[src/rtl/core/gbp_ram.sv]
module gbp_ram #(
	parameter int WIDTH = 2,
	parameter int DEPTH = 16
) (
	input  logic                     clk,
	input  logic                     we,
	input  logic [$clog2(DEPTH)-1:0] waddr,
	input  logic [WIDTH-1:0]         wdata,
	input  logic                     re,
	input  logic [$clog2(DEPTH)-1:0] raddr,
	output logic [WIDTH-1:0]         rdata
);

	logic [WIDTH-1:0] mem_q [DEPTH];

	// A read of the address being written returns the old contents.
	always_ff @(posedge clk) begin
		if (we) begin
			mem_q[waddr] <= wdata;
		end
		if (re) begin
			rdata <= mem_q[raddr];
		end
	end

endmodule

[config.mk]
export PLATFORM = sky130hd
export DESIGN_NAME = gbp_ram
export DESIGN_NICKNAME = d
export VERILOG_FILES = /design/src/rtl/core/gbp_ram.sv
export SDC_FILE = /design/constraint.sdc
export NUM_CORES = 1
export LEC_CHECK = 0
export CORE_MARGIN = 4
export CORE_UTILIZATION = 60
export CTS_BUF_LIST = sky130_fd_sc_hd__clkbuf_4 sky130_fd_sc_hd__clkbuf_8
export DETAILED_ROUTE_END_ITERATION = 7
export DONT_BUFFER_PORTS = 1
export HOLD_SLACK_MARGIN = 0.15
export PLACE_DENSITY = 0.76
export SYNTH_ARGS = -nofsm -noshare
export SYNTH_HDL_FRONTEND = slang
export SYNTH_SLANG_ARGS = --single-unit
[constraint.sdc]
create_clock -name clk -period 1.86 [get_ports clk]
set_clock_uncertainty 0.2 [all_clocks]
set_input_delay 0.186 -clock clk [delete_from_list [all_inputs] [get_ports clk]]
set_output_delay 0.186 -clock clk [all_outputs]
set_load 0.02 [all_outputs]
# == After elaboration in Yosys (flattened, before gate mapping) ==
# Memories as Yosys holds them, arrays and structs flattened. A register that Yosys moved wholly into a read port is not among the register bits.
# Index checks and enable logic that the tools add are counted.
# op_classes
mux,2
# ops
op,n
1-bit 2-to-1 mux,2
# totals
reg_bits,0
ramBits,32
inputBits,13
mem_count,1
# mem_list
memory,depth,width,read_ports,rd_clocked_by_memory_dff,write_ports,line_no,source
mem_q,16,2,1,1,1,14,logic [WIDTH-1:0] mem_q [DEPTH];

# == Longest topological paths before layout ==
# logic_depth
depth_word,2
mapped_depth,4

# == Worst setup path after synthesis ==
# No wires, ideal clock.
# synth_path
path_type,input to register
start,input raddr[0]
end,"register rdata[1], read port of mem_q, data pin"
setup_time_ps,261
t_arrival_ps,1053
t_required_ps,1399
setup_slack_ps,345
path_stages,4
path_buffers,1
cell_sequence,buf_6 -> mux4_2 -> a22oi_1 -> nand3_1
# synth_lines
item,line_no,source
from (decl),10,"input logic [$clog2(DEPTH)-1:0] raddr,"
to (decl),11,output logic [WIDTH-1:0] rdata

==> summary.md <==
| Metric | Value |
|---|---|
| Multi-input gate area | ~360 µm² |
| Maximum number of pins on one net before global-route repair | 17 |
| Count of inserted antenna diode cells | 0 |
| Max transition margin | 64.00% |
| Drt pass-1 iters | 4 |
| Share of the yosys chip area belonging to registers | between 70% and 80% |
| I/O pin count | 15 |
| Mapped Avg Cell Area | 17.95 µm² |
| Final setup fails | 0 |
| Cell types with the largest area share after synthesis | sky130_fd_sc_hd__edfxtp_1 73%, sky130_fd_sc_hd__mux4_1 7.5%, sky130_fd_sc_hd__mux4_2 6.4%, sky130_fd_sc_hd__nor2_1 3.5%, sky130_fd_sc_hd__nand3_1 1.8% |
| Final count of hold timing violations | 0 |
| Number of nets in the final layout | ~110 |
| Quantity of hold-fixing buffers added after cts | 11 |
| CTS-repair resized insts | 0 |
| Placement Setup Slack | between 0.2 and 0.25 ns |
| Syn nets | just over 90 |
| Critical path data required time | 1.75 ns |
| CTS tree | built |
| Via count of the first global-routing pass | 806 |
| Clock tree root buffer cell | sky130_fd_sc_hd__clkbuf_4 |
| Leak | between 0.5 and 0.6 nW |
| Aggregate negative setup slack | 0 ns |
| Fraction of post-synthesis cell area in the top cell type by area | between 70 and 80% |
| Wire length of the first global-routing pass | approximately 4100 µm |
| Unrepaired setup endpoints after global routing | false |
| Routed vias/inst | just over 6 |
| Post-detailed-routing wire length | ~2500 µm |
| Portion of the clock cycle consumed by the worst path in the final layout | approximately 95% |
| Achievable Freq | 567.5 MHz |
| Maximum fanout encountered on the critical timing path | 8 |
| Hold-critical path depth | 3 |
| Commonest cells after routing, fill and taps aside | 34 x sky130_fd_sc_hd__edfxtp_1, 13 x sky130_fd_sc_hd__nor2_1, 11 x sky130_fd_sc_hd__dlygate4sd3_1 |
| Port Buffer Count | 0 |
| Filler cells | between 150 and 200 |
| Clock transition at the registers of the reported paths | approximately 0.09 ns |
| Maximum capacitance violations | 0 |
| Arrival @ worst endpoint | approximately 1.7 ns |
| Weighted congestion reported at the end of routability-driven placement | ~0.73 |
| Slew at the pin with the worst max-slew slack | between 0.5 and 0.6 ns |
| TritonCTS Buffers | 5 |
| Class of the most critical setup path | in2reg |
| Utilization of the core after routing | 71.61% |
| Count of state elements after synthesis | 34 |
| Standard-cell row count | 17 |
| Die Y | ~56 µm |
| Path class of the lowest-slack min-delay path | in2reg |
| Deepest clock path buffer count | 2 |
| Most common library cell in the layout ignoring fill and taps | sky130_fd_sc_hd__edfxtp_1 |
| Shortest clock period the worst path allows after layout | around 1.8 ns |
| P per Cell Area | 847.4 mW/mm² |
| Fin worst setup slack | roughly 0.098 ns |
| Insertion delay of the later-clocked pin in the worst-skew pair | ~0.33 ns |
| Total number of vias | 750 |
| Overall routing resource usage | a little under a fifth |
| Synthesized area | approximately 0.0014 mm² |
| DRC viols | 0 |
| Overall die area | around 0.0032 mm² |
| Hold Slack | between 0.08 and 0.09 ns |
| Overflow left after global routing | 0 |
| Max-slew violation count | 0 |
| Number of cells produced by synthesis | between 70 and 80 |
| Antenna-violating nets left | 0 |
| Level count of the clock H-tree | 2 |
| Number of post-CTS setup repair buffers | 0 |
| Cell type with the highest aggregate area in the netlist | sky130_fd_sc_hd__edfxtp_1 |
| Highest ir drop seen on vdd | ~0.64 mV |
| Cell count of the worst reg-to-reg path | 3 |
| Number of sinks driven by the clock tree | 34 |
| Die span in x | 56.31 µm |
| Antenna violations before repair | 0 |
| Fraction of final layout cells sized beyond drive strength 1 | 12.63% |
| Detailed-placement wirelength estimate | between 1500 and 2000 µm |
| Sequential cell area | between 0.001 and 0.0015 mm² |
| Category of the worst setup path capture point | flip-flop |
| Status | complete, no violations |
| Growth of design area from synthesis to finish | 13.14% |
| Overall power | 0.001342 W |
| Routed wire length per instance | 19.93 µm |
| Core Area | about 0.0022 mm² |
| Critical path startpoint category | input port |
| Drt first-iter violations | 39 |
| Total of warnings raised by yosys | 0 |
| Synth unique cells | 14 |
| Initial Utilization | a little over three fifths |
## state kept, by name (all words and copies together) (netlist names)
name	cells
rdata	2
mem_q	32
## power breakdown
part | total [W] | internal, W | switching (W) | leakage (nW)
Clock | 0.000381 | 0.000156 | 0.000224 | 0.0331
Combinational | 0.0000899 | 0.0000445 | 0.0000453 | 0.168
Sequential | 0.000872 | 0.000862 | 0.00000942 | 0.309
## area by class of cell
cell class | count | area share (%)
sequential | 34 | 64.45
timing repair buffer | 11 | 6.951
clock inverter | 2 | 0.5529
clock buffer | 6 | 2.844
multi-input combinational | 42 | 22.99
tap | 28 | 2.212
## worst paths after layout
kind / from / to / slack, ns
max: raddr[1] / rdata[1] / 0.1
min: raddr[0] / rdata[0] / 0.08
max reg2reg: mem_q[0][1] / rdata[1] / 0.23
min reg2reg: mem_q[8][0] / rdata[0] / 0.57
## logic make-up after synthesis
logic type,after synthesis,synth area share (%)
AO/OA/AOI/OAI,2,1.072
buffers and inverters,2,1.072
flip-flops,34,72.92
multiplexers,8,13.94
AND/OR/NAND/NOR,32,10.99
## cell usage after synthesis
cell                       number
sky130_fd_sc_hd__or3b_2         1
sky130_fd_sc_hd__nand2_1        3
sky130_fd_sc_hd__edfxtp_1      34
sky130_fd_sc_hd__nand3_1        5
sky130_fd_sc_hd__nor3_1         4
sky130_fd_sc_hd__buf_6          1
sky130_fd_sc_hd__a22oi_1        2
sky130_fd_sc_hd__mux4_2         4
sky130_fd_sc_hd__nand2b_1       2
sky130_fd_sc_hd__nor2_1        13
sky130_fd_sc_hd__nor2b_1        2
sky130_fd_sc_hd__clkbuf_1       1
sky130_fd_sc_hd__mux4_1         4
sky130_fd_sc_hd__nand3b_1       2
## metal layers
| layer | routed length [µm] | track usage [%] |
|---|---|---|
| met3 | 157 | 7.356 |
| met1 | 1028 | 23.53 |
| met2 | 1208 | 27.55 |
| met4 | 59 | 9.831 |
| met5 | 0 | 0 |
## stage by stage
stage	std cells	area [µm²]
global placement	104	1420
CTS	123	1584
finish	123	1584
floorplan	78	1400
detailed placement	104	1420
global route	123	1584
## worst max-delay path, stage by stage
cell,delay (ns)
sky130_fd_sc_hd__dlygate4sd3_1,0.78
sky130_fd_sc_hd__mux4_2,0.36
sky130_fd_sc_hd__a22oi_1,0.23
sky130_fd_sc_hd__nand3_1,0.10
(Power assumes the default switching activity.)
