===== src/rtl/core/gbp_pkg.sv =====
package gbp_pkg;

	localparam int INDEX_BITS_DEF    = 18;
	localparam int ADDRESS_SHIFT_DEF = 3;
	localparam int COUNT_BITS_DEF    = 32;

	localparam int ADDR_W  = 32;
	localparam int TOTAL_W = 32;
	localparam int CTR_W   = 2;

	typedef logic [CTR_W-1:0] ctr_t;

	localparam ctr_t CTR_MIN       = 2'b00;
	localparam ctr_t CTR_MAX       = 2'b11;
	localparam int   CTR_TAKEN_BIT = 1;

	typedef struct packed {
		logic [ADDR_W-1:0] branch_address;
		logic              taken;
	} gbp_in_t;

	typedef struct packed {
		logic               predicted_taken;
		logic               mispredicted;
		logic [TOTAL_W-1:0] branch_total;
		logic [TOTAL_W-1:0] miss_total;
	} gbp_out_t;

endpackage


===== src/rtl/core/gbp_update.sv =====
module gbp_update #(
	parameter int INDEX_BITS = 18,
	parameter int COUNT_BITS = 32
) (
	input  logic                  clk,
	input  logic                  arst_n,
	input  logic                  vld_s1,
	input  logic [INDEX_BITS-1:0] idx_s1,
	input  logic                  taken_s1,
	input  gbp_pkg::ctr_t         rdata,
	output logic                  we,
	output logic [INDEX_BITS-1:0] waddr,
	output gbp_pkg::ctr_t         wdata,
	output logic                  done,
	output gbp_pkg::gbp_out_t     result
);

	import gbp_pkg::*;

	logic                  fwd_vld_q;
	logic [INDEX_BITS-1:0] fwd_idx_q;
	ctr_t                  fwd_ctr_q;
	logic [COUNT_BITS-1:0] br_q;
	logic [COUNT_BITS-1:0] miss_q;
	logic                  done_q;
	gbp_out_t              result_q;

	ctr_t                  ctr_cur;
	ctr_t                  ctr_nxt;
	logic                  pred;
	logic                  miss;
	logic [COUNT_BITS-1:0] br_nxt;
	logic [COUNT_BITS-1:0] miss_nxt;

	always_comb begin
		// The RAM returns stale data when the previous transaction wrote the
		// same entry in the cycle of this read, so the latest write wins.
		ctr_cur = (fwd_vld_q && (fwd_idx_q == idx_s1)) ? fwd_ctr_q : rdata;
		pred    = ctr_cur[CTR_TAKEN_BIT];
		miss    = pred ^ taken_s1;
		if (taken_s1) begin
			ctr_nxt = (ctr_cur != CTR_MAX) ? ctr_cur + 2'd1 : ctr_cur;
		end else begin
			ctr_nxt = (ctr_cur != CTR_MIN) ? ctr_cur - 2'd1 : ctr_cur;
		end
		br_nxt   = (br_q == '1) ? br_q : br_q + 1'b1;
		miss_nxt = (miss && (miss_q != '1)) ? miss_q + 1'b1 : miss_q;
	end

	always_ff @(posedge clk or negedge arst_n) begin
		if (!arst_n) begin
			fwd_vld_q <= 1'b0;
			br_q      <= '0;
			miss_q    <= '0;
			done_q    <= 1'b0;
		end else begin
			done_q <= vld_s1;
			if (vld_s1) begin
				fwd_vld_q <= 1'b1;
				br_q      <= br_nxt;
				miss_q    <= miss_nxt;
			end
		end
	end

	always_ff @(posedge clk) begin
		if (vld_s1) begin
			fwd_idx_q                <= idx_s1;
			fwd_ctr_q                <= ctr_nxt;
			result_q.predicted_taken <= pred;
			result_q.mispredicted    <= miss;
			result_q.branch_total    <= TOTAL_W'(br_nxt);
			result_q.miss_total      <= TOTAL_W'(miss_nxt);
		end
	end

	assign we     = vld_s1;
	assign waddr  = idx_s1;
	assign wdata  = ctr_nxt;
	assign done   = done_q;
	assign result = result_q;

endmodule


===== config.mk =====
export PLATFORM = sky130hd
export DESIGN_NAME = gbp_update
export DESIGN_NICKNAME = d
export VERILOG_FILES = /design/src/rtl/core/gbp_pkg.sv /design/src/rtl/core/gbp_update.sv
export SDC_FILE = /design/constraint.sdc
export NUM_CORES = 1
export LEC_CHECK = 0
export BUFFER_PORTS_ARGS = -buffer_cell sky130_fd_sc_hd__buf_4
export CORE_UTILIZATION = 31
export DETAILED_ROUTE_END_ITERATION = 10
export PLACE_DENSITY = 0.55
export SLEW_MARGIN = 20
export SYNTH_ARGS = -nofsm -noshare
export SYNTH_HDL_FRONTEND = slang
export SYNTH_SLANG_ARGS = --single-unit

===== constraint.sdc =====
create_clock -name clk -period 2.4 [get_ports clk]
set_clock_uncertainty 0.05 [all_clocks]
set_input_delay 0 -clock clk [delete_from_list [all_inputs] [get_ports clk]]
set_output_delay 0 -clock clk [all_outputs]
set_load 0.005 [all_outputs]

# --- After elaboration in Yosys (flattened, before gate mapping) ---
# Cells that the tools add are included.
totals:
  inputBits: 24
  reg_bits: 152
  output_inout_bits: 88
  word_cells: 28
op_classes:
  add_sub_neg: 4
  n_eq_ne: 4
  n_mux: 6
  n_reduce_logical: 3
  n_bitwise: 1
ops:
  columns: ["cell", "count"]
  rows:
  - ["$add 32x1->32 const B", 2]
  - ["$mux 32", 2]
  - ["$eq 32x32->1 const B", 1]
  - ["$ne 32x32->1 const B", 1]
  - ["$eq 18x18->1", 1]
  - ["$mux 2", 4]
  - ["$add 2x1->2 const B", 1]
  - ["$logic_and 1x1->1", 2]
  - ["$ne 2x2->1 const B", 1]
  - ["$reduce_bool 2->1", 1]
  - ["$sub 2x1->2 const B", 1]
  - ["$xor 1x1->1", 1]

# --- Depth between registers and ports, before layout ---
depth:
  word_depth: 6
  ltp_mapped: 9
  mapped_depth_nobuf: 8

# --- Worst setup path after synthesis ---
# No wires, ideal clock.
synth_path:
  kind: "register to register"
  startpoint: "register miss_q[12]"
  endpoint: "register result_q, in the netlist result[27], data pin"
  synth_period_minus_slack_ns: 2.210
  setup_ns: 0.259
  stages_incl_launch_ff: 10
  setup_slack_ns: 0.190
  arrival_time_ns: 1.901
  required_ns: 2.091
  path_buffers: 2
  path_cell_list: "dfrtp_1 -> clkbuf_1 -> nand3_1 -> or4_4 -> nor2_4 -> o211ai_2 -> a21oi_4 -> buf_6 -> nand3_2 -> xnor2_1"
synth_via:
  elab_chain_len: 3
  elab_cells_between_ends: 4
  cone_classes: "add/sub: 1; eq/ne: 1; mux: 1; reduce/logical: 1"
synth_rtl:
  columns: ["item", "line_no", "rtl"]
  rows:
  - ["start: declaration", "gbp_update.sv:24", "logic [COUNT_BITS-1:0] miss_q;"]
  - ["start signal: assignment", "gbp_update.sv:61", "miss_q <= miss_nxt;"]
  - ["branches (longest 2 deep; another with $add 32x1->32)", null, null]
  - ["$mux 32 *", "gbp_update.sv:47", "miss_nxt = (miss && (miss_q != '1)) ? miss_q + 1'b1 : miss_q;"]
  - ["net miss_nxt[27]", "gbp_update.sv:33", "logic [COUNT_BITS-1:0] miss_nxt;"]
  - ["end: declaration", "gbp_update.sv:26", "gbp_out_t result_q;"]
# Mark *: on every way through the listed nets, which the timed path passes.
# A chain may end at the register's enable or synchronous reset.

# --- Worst setup path after layout ---
layout_path:
  startpoint: "register br_q[24]"
  endpoint: "register result_q, in the netlist result[47], data pin"
layout_via:
  elab_chain_len: 2
layout_rtl:
  columns: ["item", "line_no", "rtl"]
  rows:
  - ["start: declaration", "gbp_update.sv:23", "logic [COUNT_BITS-1:0] br_q;"]
  - ["start signal: assignment", "gbp_update.sv:60", "br_q <= br_nxt;"]
  - ["$eq 32x32->1", "gbp_update.sv:46", "br_nxt = (br_q == '1) ? br_q : br_q + 1'b1;"]
  - ["$mux 32", "gbp_update.sv:46", null]
  - ["net br_nxt[15]", "gbp_update.sv:32", "logic [COUNT_BITS-1:0] br_nxt;"]
# The timed path passes the listed nets, and every way through them passes these cells.

==> run metrics <==
status completed; worst path required time 2.52 ns; fin util 41.36%; Tcrit/Tclk final 97.33%; most used routing layer met2; final hold violation count 0; post-DR vias/cell 4.550; ranking of synthesized cells by area edfxtp_1 36%, dfrtp_1 23%, xnor2_1 14%, xor2_1 3.5%, nand4_1 3.2%; grt met3 use 2.981%; Sequential Power Share 47.7%; vias in the first global route 5119; met2 usage 23.92%; Clock Power Share 37.9%; Mapped Area 7253 um^2; Static Leakage 3.734 nW; Root Buffer clkbuf_16; share of layout cells above drive strength 1 31.79%; final wirelength 15.36 mm; Fill cells 2181; io pins 112; Psw 1.819 mW; Starting Density 31.84%; HP Class input pin to register; H-tree Lvls 4; dpl hpwl 10.39 mm; Buffers on Ports 111; M1 GR Usage 16.32%; sequential fraction of the synthesis area 58.38%; clk_lat worst skew 0.42 ns; Pwr Total 6.889 mW; area grow syn2layout 29.88%; Sum Neg Setup Slack 0 ns; Num CTS Buffers 17; DRC 0; first-pass GRT wire length 25.78 mm; fmax 428.1 MHz; CP Launch Point br_q[24]; Final nets 768; CP Capture Type register; total clock sinks 152; Rows 55; worst-margin pin slew 0.9341 ns; Synthesized Nets 607; Netlist cell types 45; FF-to-FF Start br_q[24]; Synth top area share 35.60%; drt initial violations 201; routed via count 4859; Yosys top cell by area edfxtp_1; placed cells 1014; TritonRoute pass-1 iters 4; Worst Path Max Fanout 5; Final Setup Violations 0; TritonCTS clock tree done; internal power 5.070 mW; maximum buffer depth of the clock tree 2; Hold Startpoint taken_s1; Die Span Y 155.0 um; max_slew headroom 37.73%; Slew Viols, Final 0; min cycle time layout 2.336 ns; RSZ-0062 raised after global routing yes; ANT cells 0; die area 24010 um^2; pwr/cell area 731.3 nW/um^2; wire per inst 14.38 um; number of antenna violations at the first check in global routing 0; critical path type register to register; Comb pwr share 14.4%; Ys Warns 0; crit path DAT 2.45 ns; core area 22780 um^2; synthesized area per cell 12.48 um^2; Post-DRT Antenna Nets 0; Worst setup SP type register; Layout Cells excl Fill 1068; Total Routing Usage GR 13.67%; switching share of total power 26.40%; Mapped Cells 581; MaxCap Viol Count 0; gpl congestion 0.8161; Yosys reg bits 152; largest net degree at the start of global routing 67; Max VDD drop 429.1 uV; Remaining Overflow, GRT 0; clk slew on worst S/H paths 0.07 ns; die width 155.0 um
-- placed cells by master, fill, tap and decap left out, types with 2 or more instances in the layout --
master         synthesis  layout
a21oi_1                4       4
and2_1                 7       6
and3_1                13      13
and3_2                 2       2
and4_1                 9       8
buf_12                 0       2
buf_4                 23     161
clkbuf_16              0      17
clkinv_2               0       2
clkinv_4               0       4
clkinvlp_4             0       3
dfrtp_1               66      65
dlygate4sd3_1          0      22
edfxtp_1              86      86
ha_1                   2       2
inv_1                  6       6
inv_6                  0       3
inv_8                  0       2
maj3_1                 3       3
mux2_2                 8       8
nand2_1               54      54
nand3_1               37      35
nand3_2                8      10
nand4_1               37      37
nor2_1                23      22
nor2_4                 2       2
nor3_1                 9       8
nor3_2                 1       2
or2_2                  2       2
or4_4                  2       2
xnor2_1              112     112
xor2_1                29      29
-- power by group through the flow --
stage               registers [mW]  logic, mW  clock network (mW)
finish                        3.28      0.995                2.61
global route                  3.33       1.10                2.81
floorplan                     3.29      0.506                   0
CTS                           3.28       1.01                2.68
global placement              3.32      0.951                   0
detailed placement            3.33      0.975                   0
-- cells in the mapped netlist, drive strengths merged --
cell type,count
nand2b,1
a31o,1
buf,38
mux2,8
a21oi,6
and3,16
o211ai,1
nor4,2
xor2,29
nand3,45
nor2,25
nand4,38
a31oi,2
ha,2
maj3,3
xnor2,112
or2,2
and2b,1
a211oi,1
a41oi,1
and2,7
nor3,10
nand2,55
o31ai,1
clkbuf,5
dfrtp,66
and4,9
edfxtp,86
inv,6
or4,2
-- layout make-up --
type	count	area [um^2]	area share [%]
tap	313	391.6	4.157
clock buffer	17	425.4	4.516
timing repair buffer	185	1469	15.59
multi-input combinational	380	2730	28.98
clock inverter	15	146.4	1.554
inverter	6	22.52	0.2391
sequential	152	4235	44.96
-- through the flow --
| stage | cell area [um^2] | hold WS (ns) | setup WS [ns] |
|---|---|---|---|
| detailed placement | 8607 | 0.1453 | 0.08581 |
| finish | 9420 | 0.03889 | 0.06400 |
| global placement | 8607 | 0.1377 | 0.09221 |
| CTS | 9399 | 0.01586 | 0.05201 |
| global route | 9420 | 0.04115 | -0.04097 |
| floorplan | 7253 | -0.3456 | 0.1902 |
-- registers in the layout, indices dropped and copies added, names as in the netlist --
register	flops
fwd_idx_q	18
miss_q	32
result	66
fwd_ctr_q	2
br_q	32
fwd_vld_q	1
done	1
-- metal layers --
layer / vias up / share of wire, %
met3: 17 / 3.5
li1: 2353 / -
met2: 95 / 51
met1: 2394 / 44
met5: - / 0
met4: 0 / 1.7
-- path summary, 6_finish.rpt --
check,slack [ns],endpoint,cells past startpoint
worst max-delay path,0.06,result[47],7
worst min-delay path,0.04,fwd_ctr_q[1],3
worst max register to register,0.06,result[47],7
worst min register to register,0.43,fwd_vld_q,1
max in group asynchronous,1.44,miss_q[1],2
min in group asynchronous,0.19,br_q[22],2
-- timing repair --
item                                    4_1_cts  5_1_grt
resized for setup                             0        7
endpoints found under the setup margin        0       23
hold endpoints to repair                    106        0
hold buffers                                 22        0
buffers inserted                              0        0
-- cells by family after synthesis --
logic type      count (synthesis)  share of synthesized area [%]
simple gates                  213                          16.51
flops                         152                          58.38
xor+xnor                      141                          17.03
buf+inv                        49                          4.261
compound gates                 13                          1.829
mux                             8                          1.242
fa+ha+maj                       5                         0.7590
-- critical path, stage by stage, from the launching register on --
cell and delay [ns]:
dfrtp_1 0.39, and4_1 0.24, and4_1 0.27, and4_2 0.29
a31oi_2 0.35, and3_4 0.27, nand3_1 0.10, xnor2_1 0.13
(Power assumes the default switching activity.)
