--- src/rtl/core/gbp_clear.sv ---
module gbp_clear #(
	parameter int INDEX_BITS = 18
) (
	input  logic                  clk,
	input  logic                  arst_n,
	output logic                  active,
	output logic [INDEX_BITS-1:0] addr
);

	logic                  active_q;
	logic [INDEX_BITS-1:0] addr_q;

	// Sweeps every table entry once after reset, writing strongly not taken.
	always_ff @(posedge clk or negedge arst_n) begin
		if (!arst_n) begin
			active_q <= 1'b1;
			addr_q   <= '0;
		end else if (active_q) begin
			addr_q <= addr_q + 1'b1;
			if (addr_q == '1) begin
				active_q <= 1'b0;
			end
		end
	end

	assign active = active_q;
	assign addr   = addr_q;

endmodule

--- config.mk ---
export PLATFORM = sky130hd
export DESIGN_NAME = gbp_clear
export DESIGN_NICKNAME = d
export VERILOG_FILES = /design/src/rtl/core/gbp_clear.sv
export SDC_FILE = /design/constraint.sdc
export NUM_CORES = 1
export LEC_CHECK = 0
export ABC_CLOCK_PERIOD_IN_PS = 1850
export BUFFER_PORTS_ARGS = -buffer_cell sky130_fd_sc_hd__buf_4
export CAP_MARGIN = 10
export CORE_ASPECT_RATIO = 0.8
export CORE_MARGIN = 4
export CORE_UTILIZATION = 50
export CTS_BUF_LIST = sky130_fd_sc_hd__clkbuf_4 sky130_fd_sc_hd__clkbuf_8 sky130_fd_sc_hd__clkbuf_16
export CTS_CLUSTER_DIAMETER = 50
export DETAILED_ROUTE_END_ITERATION = 10
export PLACE_DENSITY = 0.72
export SLEW_MARGIN = 20
export SYNTH_ARGS = -nofsm -noshare
export SYNTH_HDL_FRONTEND = slang
export SYNTH_SLANG_ARGS = --single-unit
--- constraint.sdc ---
create_clock -name clk -period 1.85 [get_ports clk]
set_clock_uncertainty 0.15 [all_clocks]
set_input_delay 0.185 -clock clk [delete_from_list [all_inputs] [get_ports clk]]
set_output_delay 0.185 -clock clk [all_outputs]
set_load 0.02 [all_outputs]
Yosys cells after proc, flatten, opt, wreduce, memory -nomap -nowiden
Index checks and enable logic that the tools add are counted.
Cells by class
  $add $sub $neg: 1
  eq/ne operators: 1
  multiplexer cells: 2
Operators with widths (count)
  adder 18 x 1 -> 18 bit (second input constant): 1
  equality test 18 bit (second input constant): 1
  2-to-1 mux 1 bit: 2
Storage, ports and cells
  flip-flop bits (word level): 19
  input bits: 2
  output and inout port bits: 19
  word-level logic and storage cells: 6

Depth between registers and ports, before layout
Gate-level depths: netlist of run 1.
  depth after elaboration: 3
  gate-level depth with buffers: 5
  depth with buffers taken out: 5

Worst setup path after synthesis of run 1
Ideal clock, no wire load.
  path kind: register -> register
  start: reg addr_q[0] (netlist: addr[0])
  end: reg addr_q[14] (netlist: addr[14])
  setup time: 0.080 ns
  data arrival time: 1.376 ns
  required time: 1.620 ns
  slack: 0.245 ns
  cell stages (with the launch flop): 6
  path buffers: 0
  clock period less this slack: 1.605 ns
  cells stage by stage: dfrtp_1 ha_1 nand4_2 or2_1 nor3_2 xor2_1
On the way
  cells in the longest elaborated chain, start to end: 1
Ends and longest elaborated chain
  start: declaration: line 11  | logic [INDEX_BITS-1:0] addr_q;
  start signal: assignment: line 19  | addr_q <= addr_q + 1'b1;
  adder 18 x 1 -> 18 bit: line 19
Every way passes these cells.
A chain may end at the register's enable or synchronous reset.

Worst setup path after layout of run 1
  start: reg addr_q[0] (netlist: addr[0])
  end: reg addr_q[16] (netlist: addr[16])
The elaborated chain is that of the path after synthesis.

==> summary.txt, run 1 <==
Setup path
  – Worst setup SP type: flop
  – Worst-path fanout max: 4
  – R2r endpoint: addr[16]
  – Worst Setup EP: addr[16]
  – FF-to-FF path depth: 5
  – CP Data Required Time: ~1.9 ns
  – CP arrival: 1.69 ns
  – Kind of capture point of the worst setup path: flop
  – Worst Setup SP: addr[0]
  – Reg2reg start: addr[0]
  – Kind of critical path: reg -> reg
  – Reg2Reg Setup Slack: 0.23 ns

Clock network
  – CTS Buf Count: 3
  – Clock Tree Buf Depth: 2
  – CTS sink cnt: 19
  – CTS tree: built
  – Register clock-pin slew on the reported worst setup and hold paths: approximately 0.10 ns
  – H-tree levels: 1
  – Clk_lat worst skew: roughly 0.29 ns
  – Clock root buffer: clkbuf_4
  – Postcts setup bufs: 0

Layout
  – Sequential cell area: about 480 sq um
  – # nets final: 100
  – Share of layout cells above drive strength 1: a little over a third
  – Cell area after layout: between 1000 and 1500 sq um
  – Layout area overhead: 25.1%
  – Fillers: approximately 150
  – # diodes: 0
  – Layout Utilization: between 60% and 70%
  – Multi-input logic area: about 380 sq um

Drt
  – DRT Pass-1 Iters: 4
  – DRT iter0 DRCs: 7
  – Wirelength per Cell: 13.6 um
  – # DRC: 0
  – WL final: approximately 1.6 mm
  – ANT nets after route: 0
  – DR vias: 592
  – DR vias/cell: roughly 5.0

Power and ir drop
  – Tot Pwr: between 0.6 and 0.7 mW
  – Maximum vdd drop: approximately 530 uV
  – Pwr per Cell Area: between 500 and 600 nW/um^2
  – LEAKAGE: approximately 0.57 nW

GRT
  – Gr usage total: between 10% and 20%
  – Global-route wire length before repair: around 2.8 mm
  – Overflow after GRT: 0
  – Initial antenna violation count: 0
  – Vias in the first global route: 580
  – Largest net degree at the start of global routing: 20

Timing
  – RSZ-0062 raised after global routing: false
  – Final Cycle Share: 87.4%
  – Max Slew Vio Count: 0
  – Worst slew pin tran: ~0.24 ns
  – Post-layout minimum cycle time: approximately 1.6 ns
  – Fmax: 619 MHz
  – Slew Limit Headroom: ~84%
  – Final hold violation count: 0
  – Setup total negative slack: 0 ns
  – Fin Hold WS: around 0.14 ns
  – Final Setup Violations: 0

Synth
  – Synthesized flop and latch total: 19
  – Synthesized area: between 800 and 900 sq um
  – Syn. warnings: 0
  – Top cells by area, synth: dfrtp_1, xor2_1, xnor2_1
  – Sequential share of the synthesized area: 55.0%
  – Mean Syn Cell Area: approximately 12 sq um
  – Cells after synthesis: between 70 and 80
  – Synth cell types: 20
  – Syn Nets: 74
  – Yosys top cell by area: dfrtp_1
  – Post-synth top area share: 51.9%

Die
  – Row Count: 13
  – IO Count: 21
  – Die Y: around 45 um
  – Core outline area: 1630 sq um
  – Chip width: ~55 um
  – Starting Density: 53.3%
  – Die area: about 2500 sq um

Placement
  – HPWL Detailed: 1.22 mm
  – Port Buffer Count: 20
  – Placed Instance Area: 1040 sq um
  – Routability cong.: roughly 0.74

Status
  – Outcome: completed

Min path
  – Hold Crit Class: in -> async

Flow run
  – Max-Cap Viols: 0
## stage by stage
stage | setup WS, ns | std cells
2_1_floorplan | 0.245 | 71
3_3_place_gp | 0.274 | 113
3_5_place_dp | 0.247 | 113
4_1_cts | 0.213 | 118
5_1_grt | 0.0733 | 118
6_report | 0.234 | 118
## sequential cells by signal (all words and copies together), names as in the netlist
name    flops
addr       18
active      1
## repair_timing
item | in CTS | in global routing
gates resized for setup | 0 | 0
endpoints found under the hold margin | 19 | 0
hold buffers | 1 | 0
## logic make-up after synthesis
kind of cell               after synthesis  share of synthesized area [%]
adders and majority gates                1                           1.44
AOI/OAI and AO/OA                        1                           1.30
and+or+nand+nor                         30                           22.9
xor gates and xnor gates                17                           17.2
muxes                                    1                           1.30
buffers and inverters                    2                          0.866
DFF                                     19                           55.0
## cell usage after synthesis
master    n
and2_1    1
o41a_1    1
nor2_1    5
nand4_1   2
or2_1     1
dfstp_2   1
nand4_2   1
ha_1      1
nand3_1   6
nand4_4   1
mux2_2    1
nor3_2    4
dfrtp_1  18
nand2_1   4
and3_2    1
nand3_2   1
xor2_1    9
and3_1    3
xnor2_1   8
inv_1     2
## cell type report
cell class                      count  share of cell area [%]
Clock buffer                        4                    2.77
Timing Repair Buffer               21                    14.8
Tap cell                           22                    2.54
Multi-Input combinational cell     50                    35.3
Inverter                            2                   0.692
Sequential cell                    19                    43.9
## report_power, final
group	switching, mW	total (mW)	internal [mW]
Combinational	0.00792	0.0107	0.00282
Clock	0.118	0.216	0.0986
Sequential	0	0.415	0.415
Total	0.126	0.642	0.517
## layout by cell type, fill, tap and decap left out, drive strengths merged
cell / instances
buf: 20
dfrtp: 18
xor2: 9
xnor2: 8
nand3: 7
nor2: 5
nand2: 4
nor3: 4
clkbuf: 4
and3: 4
nand4: 4
inv: 2
and2: 1
o41a: 1
mux2: 1
or2: 1
ha: 1
dfstp: 1
dlygate4sd3: 1
## worst min path at each step
stage	startpoint	to	slack, ns	cells past startpoint
2_1_floorplan	arst_n	addr[0]	-0.26	0
3_3_place_gp	arst_n	addr[5]	-0.08	1
3_5_place_dp	arst_n	addr[5]	-0.08	1
4_1_cts	arst_n	addr[5]	0.13	2
5_1_grt	arst_n	addr[17]	0.15	2
6_report	arst_n	addr[17]	0.14	2
## worst max-delay path: stages (launching register included)
cell and delay (ns):
dfrtp_1 0.42, ha_1 0.22, nand4_2 0.16, or2_1 0.29, nor3_2 0.13, xor2_1 0.17
## routing by layer
layer	global-route usage [%]	part of all wire, %
met1	21.4	48
met2	25.3	46
met3	7.26	5.5
met4	4.48	0.50
met5	0	0
(Power assumes the default switching activity.)
==> inputs of run 2 (changes only) <==
PLACE_DENSITY = default   (was 0.72)
PLACE_DENSITY_LB_ADDON = 0.12   (was default)
==> summary.txt, run 2 (same netlist as run 1, synthesis figures left out) <==
Clock network
  – Clock root buffer: clkbuf_4
  – Register clock-pin slew on the reported worst setup and hold paths: 0.11 ns (about the same)
  – CTS sink cnt: 19 (unchanged)
  – Clock Tree Buf Depth: 2 (unchanged)
  – CTS tree: built
  – H-tree levels: 1 (unchanged)
  – Clk_lat worst skew: 0.30 ns (about the same)
  – CTS Buf Count: 3 (unchanged)

Timing
  – Max Slew Vio Count: 0 (unchanged)
  – Post-layout minimum cycle time: 1.64 ns (+0.0230 ns)
  – Fmax: 610 MHz (-1.4%)
  – Final hold violation count: 0 (unchanged)
  – RSZ-0062 raised after global routing: false
  – Slew Limit Headroom: 83.8% (about the same)
  – Worst slew pin tran: 0.242 ns (+0.000862 ns)
  – Setup total negative slack: 0 ns (unchanged)
  – Fin Hold WS: 0.125 ns (-0.0164 ns)
  – Final Setup Violations: 0 (unchanged)
  – Final Cycle Share: 88.6% (+1.2 points)

Layout
  – # diodes: 0 (unchanged)
  – # nets final: 100 (unchanged)
  – Commonest non-fill, non-tap cell in the layout: buf_4
  – Final Non-Filler Cells: 118 (unchanged)
  – Cell area after layout: 1080 sq um (-0.23%)
  – Largest register FFs: 18 (unchanged)
  – Layout area overhead: 24.8%
  – Share of layout cells above drive strength 1: 35.4% (unchanged)
  – Most frequent cells in the layout: buf_4, dfrtp_1, xor2_1, xnor2_1, nand3_1

Placement
  – Placed Cells: 113 (unchanged)
  – Placed Instance Area: 1040 sq um (unchanged)
  – HPWL Detailed: 1.18 mm (-3.4%)
  – Port Buffer Count: 20 (unchanged)
  – Routability cong.: 0.725 (-2.4%)

Setup path
  – Kind of capture point of the worst setup path: flop
  – CP bufs+invs: 0 (unchanged)
  – FF-to-FF path depth: 5 (unchanged)
  – Worst setup SP type: flop
  – Kind of critical path: reg -> reg
  – Reg2reg start: addr[0]
  – Slowest Stage Delay on Critical Path: 0.42 ns (about the same)
  – CP Data Required Time: 1.92 ns (about the same)
  – Worst Setup SP: addr[0]
  – Worst-path fanout max: 4 (unchanged)
  – CP arrival: 1.71 ns (+0.02 ns)
  – CP cell instances: ha_1, nand4_2, or2_1, nor3_2, xor2_1
  – CP max-delay cell: dfrtp_1
  – Top Family by Delay on Critical Path: simple AND/OR/NAND/NOR gates
  – WP depth: 5 (unchanged)

GRT
  – Vias in the first global route: 566 (-2.4%)
  – Largest net degree at the start of global routing: 20 (unchanged)
  – Global-route wire length before repair: 2.65 mm (-6.8%)
  – Overflow after GRT: 0 (unchanged)
  – Initial antenna violation count: 0 (unchanged)
  – Gr usage total: 15.5% (-1.0 points)

Drt
  – DR vias: 587 (-0.84%)
  – # DRC: 0 (unchanged)
  – WL final: 1.57 mm (-2.2%)
  – DRT iter0 DRCs: 12 (+5)
  – Wirelength per Cell: 13.3 um (-2.2%)
  – ANT nets after route: 0 (unchanged)
  – DRT Pass-1 Iters: 4 (unchanged)
  – DR vias/cell: 4.97 (-0.84%)

Die
  – Core outline area: 1630 sq um (unchanged)
  – IO Count: 21 (unchanged)
  – Chip width: 54.6 um (unchanged)
  – Row Count: 13 (unchanged)
  – Die area: 2470 sq um (unchanged)
  – Die Y: 45.2 um (unchanged)
  – Starting Density: 53.3% (unchanged)

Power and ir drop
  – LEAKAGE: 0.572 nW (-0.12%)
  – Tot Pwr: 0.639 mW (-0.40%)
  – Maximum vdd drop: 373 uV (-29%)
  – Pwr per Cell Area: 591 nW/um^2 (-0.17%)

Status
  – Outcome: completed

Min path
  – Hold Crit Class: in -> async

Flow run
  – Max-Cap Viols: 0 (unchanged)
## run 2: what timing repair did
action	in CTS	in global routing
endpoints found under the hold margin	19	0
gates resized for setup	0	0
hold buffers	1	0
endpoints found under the setup margin	0	0
setup buffers	0	0
## run 2: final timing paths
| path | slack (ns) | endpoint |
|---|---|---|
| max | 0.21 | addr[16] |
| min reg2reg | 0.37 | addr[10] |
| min in group clk | 0.37 | addr[10] |
| max reg2reg | 0.21 | addr[16] |
| max in group asynchronous | 1.15 | active |
| min | 0.12 | addr[6] |
## run 2: per-stage QoR
step	util, %	setup slack [ns]
after floorplan	-	0.245
final	66.5	0.211
after global routing	66.5	0.0579
after CTS	66.5	0.189
after detailed placement	64.2	0.217
after global placement	64.2	0.310
## run 2: cell type report
type	count	area [sq um]
Clock inverter	1	5.00
Tap cell	22	27.5
Timing Repair Buffer	21	160
Sequential cell	19	477
Clock buffer	3	22.5
Multi-Input combinational cell	50	383
Fill cell	146	544
Inverter	2	7.51
## run 2: report_power, final
part,switching (mW),total [mW],internal [mW]
combinational,0.00796,0.0108,0.00282
sequential,0,0.415,0.415
clock,0.133,0.213,0.0807
## run 2: metal layers
metal	global-route usage, %	vias to the layer above	wire (um)
li1	-	291	-
met1	20.3	277	715
met2	22.9	17	721
met3	7.26	2	127
met4	4.48	0	8
met5	0	-	0
==> inputs of run 3 (changes only) <==
ABC_AREA = 1   (was default)
CORE_UTILIZATION = 52   (was 50)
==> summary.txt, run 3 <==
Status
  – Outcome: completed

Min path
  – Hold Crit Class: in -> async

Setup path
  – CP max-delay cell: dfstp_2
  – Worst-path fanout max: 9 (+5)
  – CP bufs+invs: 0 (unchanged)
  – CP cell instances: nand2_1, nor2_4, nand2_4, nor2_8, nand2_1, nand2_1, nand2_1
  – FF-to-FF path depth: 7 (+2)
  – CP Data Required Time: 1.90 ns (-0.02 ns)
  – CP arrival: 1.60 ns (-0.11 ns)
  – Worst setup SP type: flop
  – WP depth: 7 (+2)
  – Kind of critical path: reg -> reg
  – Slowest Stage Delay on Critical Path: 0.64 ns (+0.22 ns)
  – Top Family by Delay on Critical Path: simple AND/OR/NAND/NOR gates
  – Kind of capture point of the worst setup path: flop
  – Crit path top cell by count: nand2_1

GRT
  – Initial antenna violation count: 0 (unchanged)
  – Largest net degree at the start of global routing: 20 (unchanged)
  – Overflow after GRT: 0 (unchanged)
  – Gr usage total: 16.1% (+0.53 points)
  – Global-route wire length before repair: 3.22 mm (+22%)
  – Vias in the first global route: 686 (+21%)

Synth
  – Post-synth top flop: dfrtp_1
  – Post-synth top area share: 44.3% (-7.6 points)
  – Synth cell types: 20 (unchanged)
  – EDFF count, synth: 0 (unchanged)
  – Synthesized flop and latch total: 19 (unchanged)
  – Cells after synthesis: 119 (+68%)
  – Yosys top cell by area: dfrtp_1
  – Ys async rst share: 100% (unchanged)
  – Synthesized area: 1020 sq um (+17%)
  – Mean Syn Cell Area: 8.54 sq um (-30%)
  – Top cells by area, synth: dfrtp_1, nand2_1, inv_1
  – Synth cell count leaders: nand2_1, dfrtp_1, inv_1
  – Sequential share of the synthesized area: 46.9% (-8.1 points)
  – Syn Nets: 122 (+65%)
  – Syn. warnings: 0 (unchanged)
  – Top-count cell post-synth: nand2_1

Timing
  – Slew Limit Headroom: 77.3% (-6.6 points)
  – Final hold violation count: 0 (unchanged)
  – Fmax: 643 MHz (+5.4%)
  – Post-layout minimum cycle time: 1.56 ns (-0.0834 ns)
  – Fin Hold WS: 0.132 ns (+0.00778 ns)
  – Final Setup Violations: 0 (unchanged)
  – Setup total negative slack: 0 ns (unchanged)
  – RSZ-0062 raised after global routing: false
  – Worst slew pin tran: 0.340 ns (+0.0973 ns)
  – Final Cycle Share: 84.1% (-4.5 points)
  – Max Slew Vio Count: 0 (unchanged)

Die
  – Die area: 2730 sq um (+11%)
  – Row Count: 14 (+1)
  – IO Count: 21 (unchanged)
  – Core outline area: 1870 sq um (+15%)
  – Starting Density: 54.2% (+0.90 points)
  – Chip width: 57.4 um (+5.2%)
  – Die Y: 47.5 um (+5.1%)

Clock network
  – Clk_lat worst skew: 0.30 ns (about the same)
  – CTS tree: built
  – Clock root buffer: clkbuf_4
  – CTS Buf Count: 3 (unchanged)
  – Clock Tree Buf Depth: 2 (unchanged)
  – H-tree levels: 1 (unchanged)
  – CTS sink cnt: 19 (unchanged)
  – Register clock-pin slew on the reported worst setup and hold paths: 0.10 ns (about the same)

Placement
  – Routability cong.: 0.766 (+5.6%)
  – Port Buffer Count: 20 (unchanged)
  – HPWL Detailed: 1.52 mm (+28%)

Layout
  – Layout area overhead: 20.9%
  – Layout Utilization: 65.6% (-0.98 points)
  – Share of layout cells above drive strength 1: 24.5% (-11 points)
  – Commonest non-fill, non-tap cell in the layout: nand2_1
  – # diodes: 0 (unchanged)
  – Largest register FFs: 18 (unchanged)
  – Most frequent cells in the layout: nand2_1, buf_4, dfrtp_1, inv_1, nor2_1
  – # nets final: 147 (+47%)

Power and ir drop
  – Sw frac: 20.6% (-1.4 points)
  – P_int: 0.517 mW (+3.6%)
  – Pwr per Cell Area: 530 nW/um^2 (-10%)
  – Sequential fraction of design power: 63.8% (-1.1 points)
  – Maximum vdd drop: 421 uV (+13%)
  – LEAKAGE: 0.688 nW (+20%)
  – Comb pwr share: 1.7% (about the same)
  – Net switching power: 0.134 mW (-4.5%)
  – Clock network fraction of total power: 34.5% (+1.1 points)
  – Tot Pwr: 0.651 mW (+1.8%)

Drt
  – # DRC: 0 (unchanged)
  – Wirelength per Cell: 11.9 um (-11%)
  – ANT nets after route: 0 (unchanged)
  – DR vias/cell: 4.84 (-2.6%)
  – DRT Pass-1 Iters: 4 (unchanged)
  – DR vias: 809 (+38%)
  – WL final: 1.99 mm (+26%)
  – DRT iter0 DRCs: 13 (+1)

Flow run
  – Max-Cap Viols: 0 (unchanged)
## run 3: cell types whose count changed in the layout (fill, tap and decap cells not counted), moves of 2 or more
cell / change
nand2_1: +33
and3_1: -3
nor2_1: +8
nor3_2: -4
nand4_1: +3
nor2_2: +3
nand3b_1: +2
inv_1: +13
xor2_1: -3
xnor2_1: -3
## run 3: worst paths after layout
| path | start | slack, ns | end |
|---|---|---|---|
| worst max register to register | active | 0.29 | addr[15] |
| worst max-delay path | active | 0.29 | addr[15] |
| max in group asynchronous | arst_n | 1.15 | active |
| worst min-delay path | arst_n | 0.13 | addr[6] |
| min in group clk | addr[4] | 0.38 | addr[4] |
| worst min register to register | addr[4] | 0.38 | addr[4] |
## run 3: cells by family after synthesis
family | after synthesis | share of synthesized area (%)
adders and majority gates | 1 | 1.23
xor gates and xnor gates | 12 | 11.1
buffers and inverters | 16 | 6.28
and+or+nand+nor | 70 | 33.4
muxes | 1 | 1.11
DFF | 19 | 46.9
## run 3: power groups by stage
stage	Combinational (mW)	Clock, mW	Sequential, mW
after CTS	0.0118	0.234	0.415
after detailed placement	0.0102	0	0.423
after floorplan	0.000000301	0	0.423
after global routing	0.0127	0.260	0.415
final	0.0110	0.225	0.415
after global placement	0.00997	0	0.423
## run 3: routing by layer
layer  GRT usage [%]  up-vias  share of wire (%)
li1                -      414                  -
met1            21.9      375                 49
met2            24.8       18                 45
met3            5.66        2                5.0
met4            4.17        0               0.65
met5               0        -                  0
## run 3: area by class of cell
class | count | area (sq um)
fillers | 156 | 646
multi-input cells | 84 | 475
clock buffers | 4 | 30.0
flip-flops and latches | 19 | 477
repair buffers | 21 | 160
well taps | 24 | 30.0
inverters | 15 | 56.3
## run 3: worst reg2reg max path: cells and delay by family, from the launching register on
kind / cells / cell delay (ns)
flops: 1 / 0.64
simple gates: 7 / 0.67
## run 3: timing repair
item,in CTS,in global routing
gates resized for setup,0,0
endpoints found under the hold margin,19,0
hold buffers,1,0
setup buffers,0,0
## run 3: through the flow
stage               worst slack, ns  cells  area [sq um]
finish                        0.294    167          1230
global route                  0.175    167          1230
CTS                           0.279    167          1230
detailed placement            0.287    162          1190
global placement              0.308    162          1190
floorplan                     0.272    119          1020
